File: config.mk
export PLATFORM = sky130hd
export DESIGN_NAME = fsc_plane_build
export DESIGN_NICKNAME = d
export VERILOG_FILES = /design/src/design/fsc_pkg.sv /design/src/design/fsc_plane_build.sv
export SDC_FILE = /design/constraint.sdc
export NUM_CORES = 2
export LEC_CHECK = 0
export CORE_ASPECT_RATIO = 0.75
export CORE_MARGIN = 3
export CORE_UTILIZATION = 50
export CTS_BUF_LIST = sky130_fd_sc_hd__clkbuf_16
export DETAILED_ROUTE_END_ITERATION = 6
export DONT_BUFFER_PORTS = 1
export GPL_TIMING_DRIVEN = 0
export PLACE_DENSITY_LB_ADDON = 0.2
export SLEW_MARGIN = 20
export SYNTH_ARGS = -nofsm -noshare
export SYNTH_HDL_FRONTEND = slang
export SYNTH_SLANG_ARGS = --single-unit
File: constraint.sdc
create_clock -name clock -period 11 [get_ports clock]
set_clock_uncertainty 0.1 [all_clocks]
set_input_delay 0.55 -clock clock [delete_from_list [all_inputs] [get_ports clock]]
set_output_delay 0.55 -clock clock [all_outputs]
set_load 0.1 [all_outputs]
File: src/design/fsc_pkg.sv
// Shared types, constants and plane tables for the frustum sphere cull core.
`default_nettype none
package fsc_pkg;
   localparam int PLANE_COUNT_DEF = 6;
   localparam int FRAC_BITS_DEF   = 16;
   localparam int MAT_REGS        = 8;
   localparam int CSR_IDX_W       = 3;
   localparam int ELEM_W          = 32;
   localparam int RAW_W           = 33;
   localparam int SQSUM_W         = 68;
   localparam int ROOT_W          = 34;
   localparam int BASE_PLANES     = 6;

   // Plane construction tables: left, right, bottom, top, near, far.
   localparam logic [BASE_PLANES-1:0] PL_USE3 = 6'b101111;
   localparam logic [BASE_PLANES-1:0] PL_NEG  = 6'b101010;

   function automatic logic [1:0] pl_col(input logic [2:0] p);
      logic [1:0] c;
      case (p)
         3'd0, 3'd1: c = 2'd0;
         3'd2, 3'd3: c = 2'd1;
         3'd4, 3'd5: c = 2'd2;
         default:    c = 2'd0;
      endcase
      return c;
   endfunction

   function automatic logic signed [ELEM_W-1:0] sat32(input logic signed [95:0] v);
      logic signed [ELEM_W-1:0] r;
      if (v > 96'sh7FFFFFFF) r = 32'sh7FFFFFFF;
      else if (v < -96'sh80000000) r = 32'sh80000000;
      else r = v[ELEM_W-1:0];
      return r;
   endfunction

   typedef struct packed {
      logic                     start;
      logic signed [ELEM_W-1:0] cx;
      logic signed [ELEM_W-1:0] cy;
      logic signed [ELEM_W-1:0] cz;
      logic [30:0]              radius;
   } test_cmd_type;
endpackage
`default_nettype wire

File: src/design/fsc_plane_build.sv
// Plane rebuild sequencer: sums, square root and division, one bit a cycle.
`default_nettype none
module fsc_plane_build import fsc_pkg::*; #(
   parameter int PLANE_COUNT = PLANE_COUNT_DEF,
   parameter int FRAC_BITS   = FRAC_BITS_DEF
) (
   input  wire logic                     clock,
   input  wire logic                     reset,
   input  wire logic                     start,
   input  wire logic [MAT_REGS*64-1:0]   mat,
   output logic                          busy,
   output logic                          load_en,
   output logic [$clog2(PLANE_COUNT+1)-1:0] load_idx,
   output logic signed [ELEM_W-1:0]      nx,
   output logic signed [ELEM_W-1:0]      ny,
   output logic signed [ELEM_W-1:0]      nz,
   output logic signed [ELEM_W-1:0]      off
);
   localparam int PW  = $clog2(PLANE_COUNT+1);
   localparam int NUMW = RAW_W + FRAC_BITS;
   localparam int QW  = NUMW;

   typedef enum logic [2:0] {S_IDLE, S_RAW, S_SQ, S_ROOT, S_DIV, S_STORE} state_type;
   state_type state_ff;
   logic [PW-1:0] p_ff;
   logic signed [RAW_W-1:0] a_ff [4];
   logic [1:0] k_ff;
   logic [SQSUM_W-1:0] sum_ff;
   logic [5:0] it_ff;
   logic [ROOT_W+1:0] rem_ff;
   logic [ROOT_W-1:0] root_ff;
   logic [6:0] bit_ff;
   logic [NUMW-1:0] num_ff;
   logic [QW-1:0] q_ff;
   logic [ROOT_W:0] drem_ff;
   logic signed [ELEM_W-1:0] res_ff [4];
   logic load_ff;
   logic [PW-1:0] lidx_ff;

   function automatic logic signed [RAW_W-1:0] el(input logic [MAT_REGS*64-1:0] m,
                                                 input int k);
      return RAW_W'($signed(m[k*32 +: 32]));
   endfunction

   logic signed [RAW_W-1:0] raw [4];
   logic [2:0] pb;
   logic base_ok;
   logic [RAW_W-1:0] mag_k;
   logic [65:0] sq_k;
   logic [ROOT_W+1:0] trial, rem_sh;
   logic [ROOT_W:0] dsh;
   logic [RAW_W-1:0] mag_d;

   always_comb begin
      pb = 3'(p_ff);
      base_ok = (int'(p_ff) < BASE_PLANES);
      for (int i = 0; i < 4; i++) begin
         logic signed [RAW_W-1:0] v, e;
         v = (base_ok && PL_USE3[pb]) ? el(mat, 4*i+3) : '0;
         e = base_ok ? el(mat, 4*i + int'(pl_col(pb))) : '0;
         raw[i] = (base_ok && PL_NEG[pb]) ? v - e : v + e;
      end
      mag_k  = a_ff[k_ff][RAW_W-1] ? RAW_W'(-a_ff[k_ff]) : RAW_W'(a_ff[k_ff]);
      sq_k   = 66'(mag_k) * 66'(mag_k);
      rem_sh = {rem_ff[ROOT_W-1:0], sum_ff[SQSUM_W-1 -: 2]};
      trial  = {root_ff, 2'b01};
      dsh    = {drem_ff[ROOT_W-1:0], num_ff[NUMW-1]};
      mag_d  = a_ff[k_ff][RAW_W-1] ? RAW_W'(-a_ff[k_ff]) : RAW_W'(a_ff[k_ff]);
   end

   always_ff @(posedge clock) begin
      load_ff <= 1'b0;
      case (state_ff)
         S_IDLE: if (start) begin
            p_ff <= '0; state_ff <= S_RAW;
         end
         S_RAW: begin
            for (int i = 0; i < 4; i++) a_ff[i] <= raw[i];
            k_ff <= '0; sum_ff <= '0; state_ff <= S_SQ;
         end
         S_SQ: begin
            sum_ff <= sum_ff + SQSUM_W'(sq_k);
            if (k_ff == 2'd2) begin
               state_ff <= S_ROOT; it_ff <= '0; rem_ff <= '0; root_ff <= '0;
            end
            k_ff <= k_ff + 2'd1;
         end
         S_ROOT: begin
            // one root bit per cycle from the top pair down
            sum_ff <= sum_ff << 2;
            if (rem_sh >= trial) begin
               rem_ff <= rem_sh - trial; root_ff <= {root_ff[ROOT_W-2:0], 1'b1};
            end else begin
               rem_ff <= rem_sh; root_ff <= {root_ff[ROOT_W-2:0], 1'b0};
            end
            it_ff <= it_ff + 6'd1;
            if (it_ff == 6'(ROOT_W-1)) begin
               k_ff <= '0; bit_ff <= '0; state_ff <= S_DIV;
            end
         end
         S_DIV: begin
            if (bit_ff == '0) begin
               num_ff <= NUMW'(mag_d) << FRAC_BITS; drem_ff <= '0; q_ff <= '0;
               bit_ff <= 7'd1;
            end else if (bit_ff <= 7'(NUMW)) begin
               num_ff <= num_ff << 1;
               if (dsh >= {1'b0, root_ff}) begin
                  drem_ff <= dsh - {1'b0, root_ff}; q_ff <= {q_ff[QW-2:0], 1'b1};
               end else begin
                  drem_ff <= dsh; q_ff <= {q_ff[QW-2:0], 1'b0};
               end
               bit_ff <= bit_ff + 7'd1;
            end else begin
               if (root_ff == '0)
                  res_ff[k_ff] <= (k_ff == 2'd3) ? sat32(96'(a_ff[3])) : '0;
               else
                  res_ff[k_ff] <= sat32(a_ff[k_ff][RAW_W-1] ?
                                  -96'($signed({1'b0, q_ff})) : 96'($signed({1'b0, q_ff})));
               bit_ff <= '0;
               if (k_ff == 2'd3) state_ff <= S_STORE;
               k_ff <= k_ff + 2'd1;
            end
         end
         S_STORE: begin
            // latch the slot for the load pulse, then advance to the next plane or, after the last one, go idle
            load_ff <= 1'b1;
            lidx_ff <= p_ff;
            if (p_ff == PW'(PLANE_COUNT-1)) state_ff <= S_IDLE;
            else begin
               p_ff <= p_ff + PW'(1);
               state_ff <= S_RAW;
            end
         end
         default: state_ff <= S_IDLE;
      endcase
      if (reset) begin
         state_ff <= S_IDLE; load_ff <= 1'b0; p_ff <= '0; lidx_ff <= '0;
      end
   end

   assign busy     = (state_ff != S_IDLE) || load_ff;
   assign load_en  = load_ff;
   assign load_idx = lidx_ff;
   assign nx = res_ff[0];
   assign ny = res_ff[1];
   assign nz = res_ff[2];
   assign off = res_ff[3];
endmodule
`default_nettype wire

==> summary.txt <==
Logic synthesis
  • Sequential cell area fraction in the yosys report: 22.0%
  • #FFs+latches synth: 541
  • Cell Area, Synth: 73200 um2
  • Gate Count Post-Synth: 7641
  • Top post-synthesis cells by area: fa_1 (26%), edfxtp_1 (22%), ha_1 (8.2%)
  • Syn Area/Cell: 9.58 um2
  • Number of distinct library cells after synthesis: 114
  • FFs w/ async S/R, synth: 0%
  • Synth area leader: fa_1
  • Post-synth EDFFs: 527
  • Most common flop cell mapped by yosys: edfxtp_1
  • Area share of the largest cell type after synthesis: 26.0%
  • Yosys warns: 0

Clock network
  • Clk slew on worst S/H paths: 0.07 ns
  • Clk_lat worst skew: 0.70 ns
  • Clock Sinks: 541
  • CTS tree: built
  • Max H-tree Level: 2
  • Total CTS buffers: 55
  • CTS Buffer Depth: 3
  • Root buffer cell: clkbuf_16

Placed design
  • Placed cells: 9593
  • DPL Wire Length: 265 mm
  • PortBufs: 0
  • GPL Wtd Cong: 1.13
  • Worst slack, placed: -3.74 ns

Status
  • Status: complete, but fails checks
  • Failing checks: negative setup slack

Worst hold path
  • Source of the worst hold timing path: mat[224]
  • Hold endpoint: a_ff[1][0]
  • Hold Path Class: primary input to flop
  • Hold Path Stages: 3

Die
  • Ports: 648
  • Starting density of the core: 50.8%
  • Die extent in y: 337 um
  • DIE AREA: 151000 um2
  • Core Footprint: 144000 um2
  • # rows: 120
  • Die width: 448 um

Timing
  • Fin worst setup slack: -0.0662 ns
  • # setup viols final: 1
  • Final worst-path cycle share: 101%
  • Max Freq: 0.0904 GHz
  • Worst Tran Pin Value: 1.33 ns
  • Final hold slack: 0.194 ns
  • Final Hold Vio Count: 0
  • Fin. max-slew vios: 0
  • Slew headroom: 11.3%
  • Final Critical Period: 11.07 ns
  • Setup TNS: -0.0662 ns

Worst setup path
  • Reg2reg end: a_ff[3][32]
  • Critical path required time: 11.29 ns
  • Nature of the critical path startpoint: flop
  • R2R Setup Slk: -0.07 ns
  • Reg2Reg Depth: 26
  • CP max FO: 10
  • Critical Path AT: 11.35 ns
  • CP endpoint kind: flop
  • Setup CP Type: flop to flop
  • Worst R2R Start: p_ff[1]

Route
  • # DRC: 0
  • DR iter-0 viols: 8430
  • Via Count: 62500
  • Detailed Route WL: 319 mm
  • DR WL/cell: 32.4 um
  • Post-route ant nets: 0
  • Via/cell ratio: 6.34
  • First-pass iteration count of the detailed router: 7

GRT
  • Antenna violations before repair: 99
  • Total GRT Usage: 41.8%
  • Pin count of the biggest net entering global routing: 62
  • Gr ovfl total: 0
  • Number of global-route vias before repair: 61100
  • First-pass GRT wire length: 446 mm

Layout
  • Area grow syn2layout: 10.6%
  • Fill cell count: 12800
  • Final net count: 9797
  • Layout cells sized above 1: 10.4%
  • Post-route insts no fill: 9856

Job
  • Max-cap violations: 0
==> per-stage QoR <==
step	utilization (%)	instance area (um2)
floorplan	-	73300
global placement	52.5	75700
detailed placement	53.0	76300
CTS	55.4	79700
global route	56.2	80900
finish	56.2	81000
==> worst max-delay path by stage <==
stage	start	to	slack (ns)	cells past startpoint
after floorplan	state_ff[2]	a_ff[0][0]	0.66	2
after global placement	flop	sum_ff[66]	-4.89	39
after detailed placement	flop	sum_ff[62]	-3.74	41
after CTS	flop	sum_ff[64]	-0.009	41
after global routing	a_ff[3][3]	sum_ff[62]	-0.14	38
final	p_ff[1]	a_ff[3][32]	-0.07	26
==> flip-flops by register name (all words and copies together) (netlist names), 2 cells and up, named ones only <==
signal,cells
res_ff,128
bit_ff,7
q_ff,49
rem_ff,34
num_ff,33
state_ff,3
drem_ff,34
k_ff,2
root_ff,34
load_idx,3
it_ff,6
a_ff,132
p_ff,3
sum_ff,68
==> Yosys cell counts (13+ instances only) <==
master	count
mux2i_1	64
a211oi_1	33
and2_1	94
xor2_1	184
o21bai_1	35
o21ai_0	272
nor4_1	25
or3_1	27
nand2_1	677
buf_1	19
a31oi_1	56
a21o_1	158
nor2b_1	40
nand3_1	95
o22ai_1	25
mux4_2	138
nor2_1	711
o41ai_1	13
xnor2_1	210
o21a_1	53
a21oi_1	335
a221oi_1	13
dfxtp_1	14
buf_2	46
o211ai_1	31
edfxtp_1	527
clkbuf_1	213
nor3_1	112
nand2b_1	46
a21boi_0	16
o221ai_2	30
o31ai_1	35
and3_1	170
nand4_1	41
fa_1	951
inv_1	1342
ha_1	480
or2_2	16
==> layer usage <==
layer  wire (um)  GRT usage (%)
met5         687              0
met4       14900           17.2
met3       46800           17.8
met2      124000           55.3
met1      133000           59.7
==> cell families (layout without fill, tap and decap cells) <==
| kind of cell | after synthesis | after routing | synth area share [%] |
|---|---|---|---|
| AOI/OAI and AO/OA | 1260 | 1260 | 11.4 |
| xor gates and xnor gates | 400 | 400 | 4.85 |
| adders and majority gates | 1431 | 1431 | 34.2 |
| buffers and inverters | 1664 | 1895 | 8.85 |
| DFF | 541 | 541 | 22.0 |
| muxes | 210 | 210 | 5.24 |
| other | 2 | 95 | 0.0103 |
| and+or+nand+nor | 2133 | 2133 | 13.5 |
==> timing repair <==
item,CTS,global route
hold buffers,1,0
cloned,0,2
endpoints found under the hold margin,3,0
setup endpoints to repair,86,43
setup buffers,58,47
resized for setup,310,180
pin swaps,34,38
==> worst max-delay path: stages (launching register included) <==
cell,delay [ns]
dfxtp_1,0.33
buf_2,0.22
nand2_1,0.38
clkbuf_1,0.69
clkbuf_2,0.57
clkbuf_1,0.68
clkbuf_2,0.49
clkbuf_2,0.47
clkbuf_2,0.56
clkbuf_2,0.55
o21ai_0,0.32
ha_1,0.43
nand2_1,0.54
o21ai_0,0.24
o22a_1,0.23
ha_1,0.36
a211oi_1,0.34
o21ai_0,0.15
a21oi_1,0.51
o21bai_1,0.40
a31o_2,0.39
o41a_1,0.34
a41o_1,0.27
o41ai_1,0.55
o21ai_0,0.25
a21oi_1,0.23
xor2_1,0.10
==> placed cells by master (no fill, tap or decap), drive strengths merged, types with 185 or more instances in the layout <==
master	synthesis	routed
a21oi	335	335
buf	89	238
clkbuf	215	246
edfxtp	527	527
fa	951	951
ha	480	480
inv	1348	1364
nand2	679	679
nor2	711	711
o21ai	281	281
xnor2	215	215
xor2	185	185
==> cell type report <==
| type | count | area (um2) | share of cell area [%] |
|---|---|---|---|
| multi-input combinational | 5462 | 51900 | 64.2 |
| sequential | 541 | 16100 | 19.9 |
| inverter | 1354 | 5140 | 6.35 |
| tap | 1891 | 2370 | 2.92 |
| buffer | 293 | 1900 | 2.34 |
| timing repair buffer | 144 | 1440 | 1.77 |
| clock buffer | 55 | 1380 | 1.70 |
| clock inverter | 49 | 522 | 0.644 |
| antenna | 67 | 168 | 0.207 |
Power is left out: the tool's default activity adds up to more than one toggle a clock period on the data nets, which glitch-free logic cannot reach.
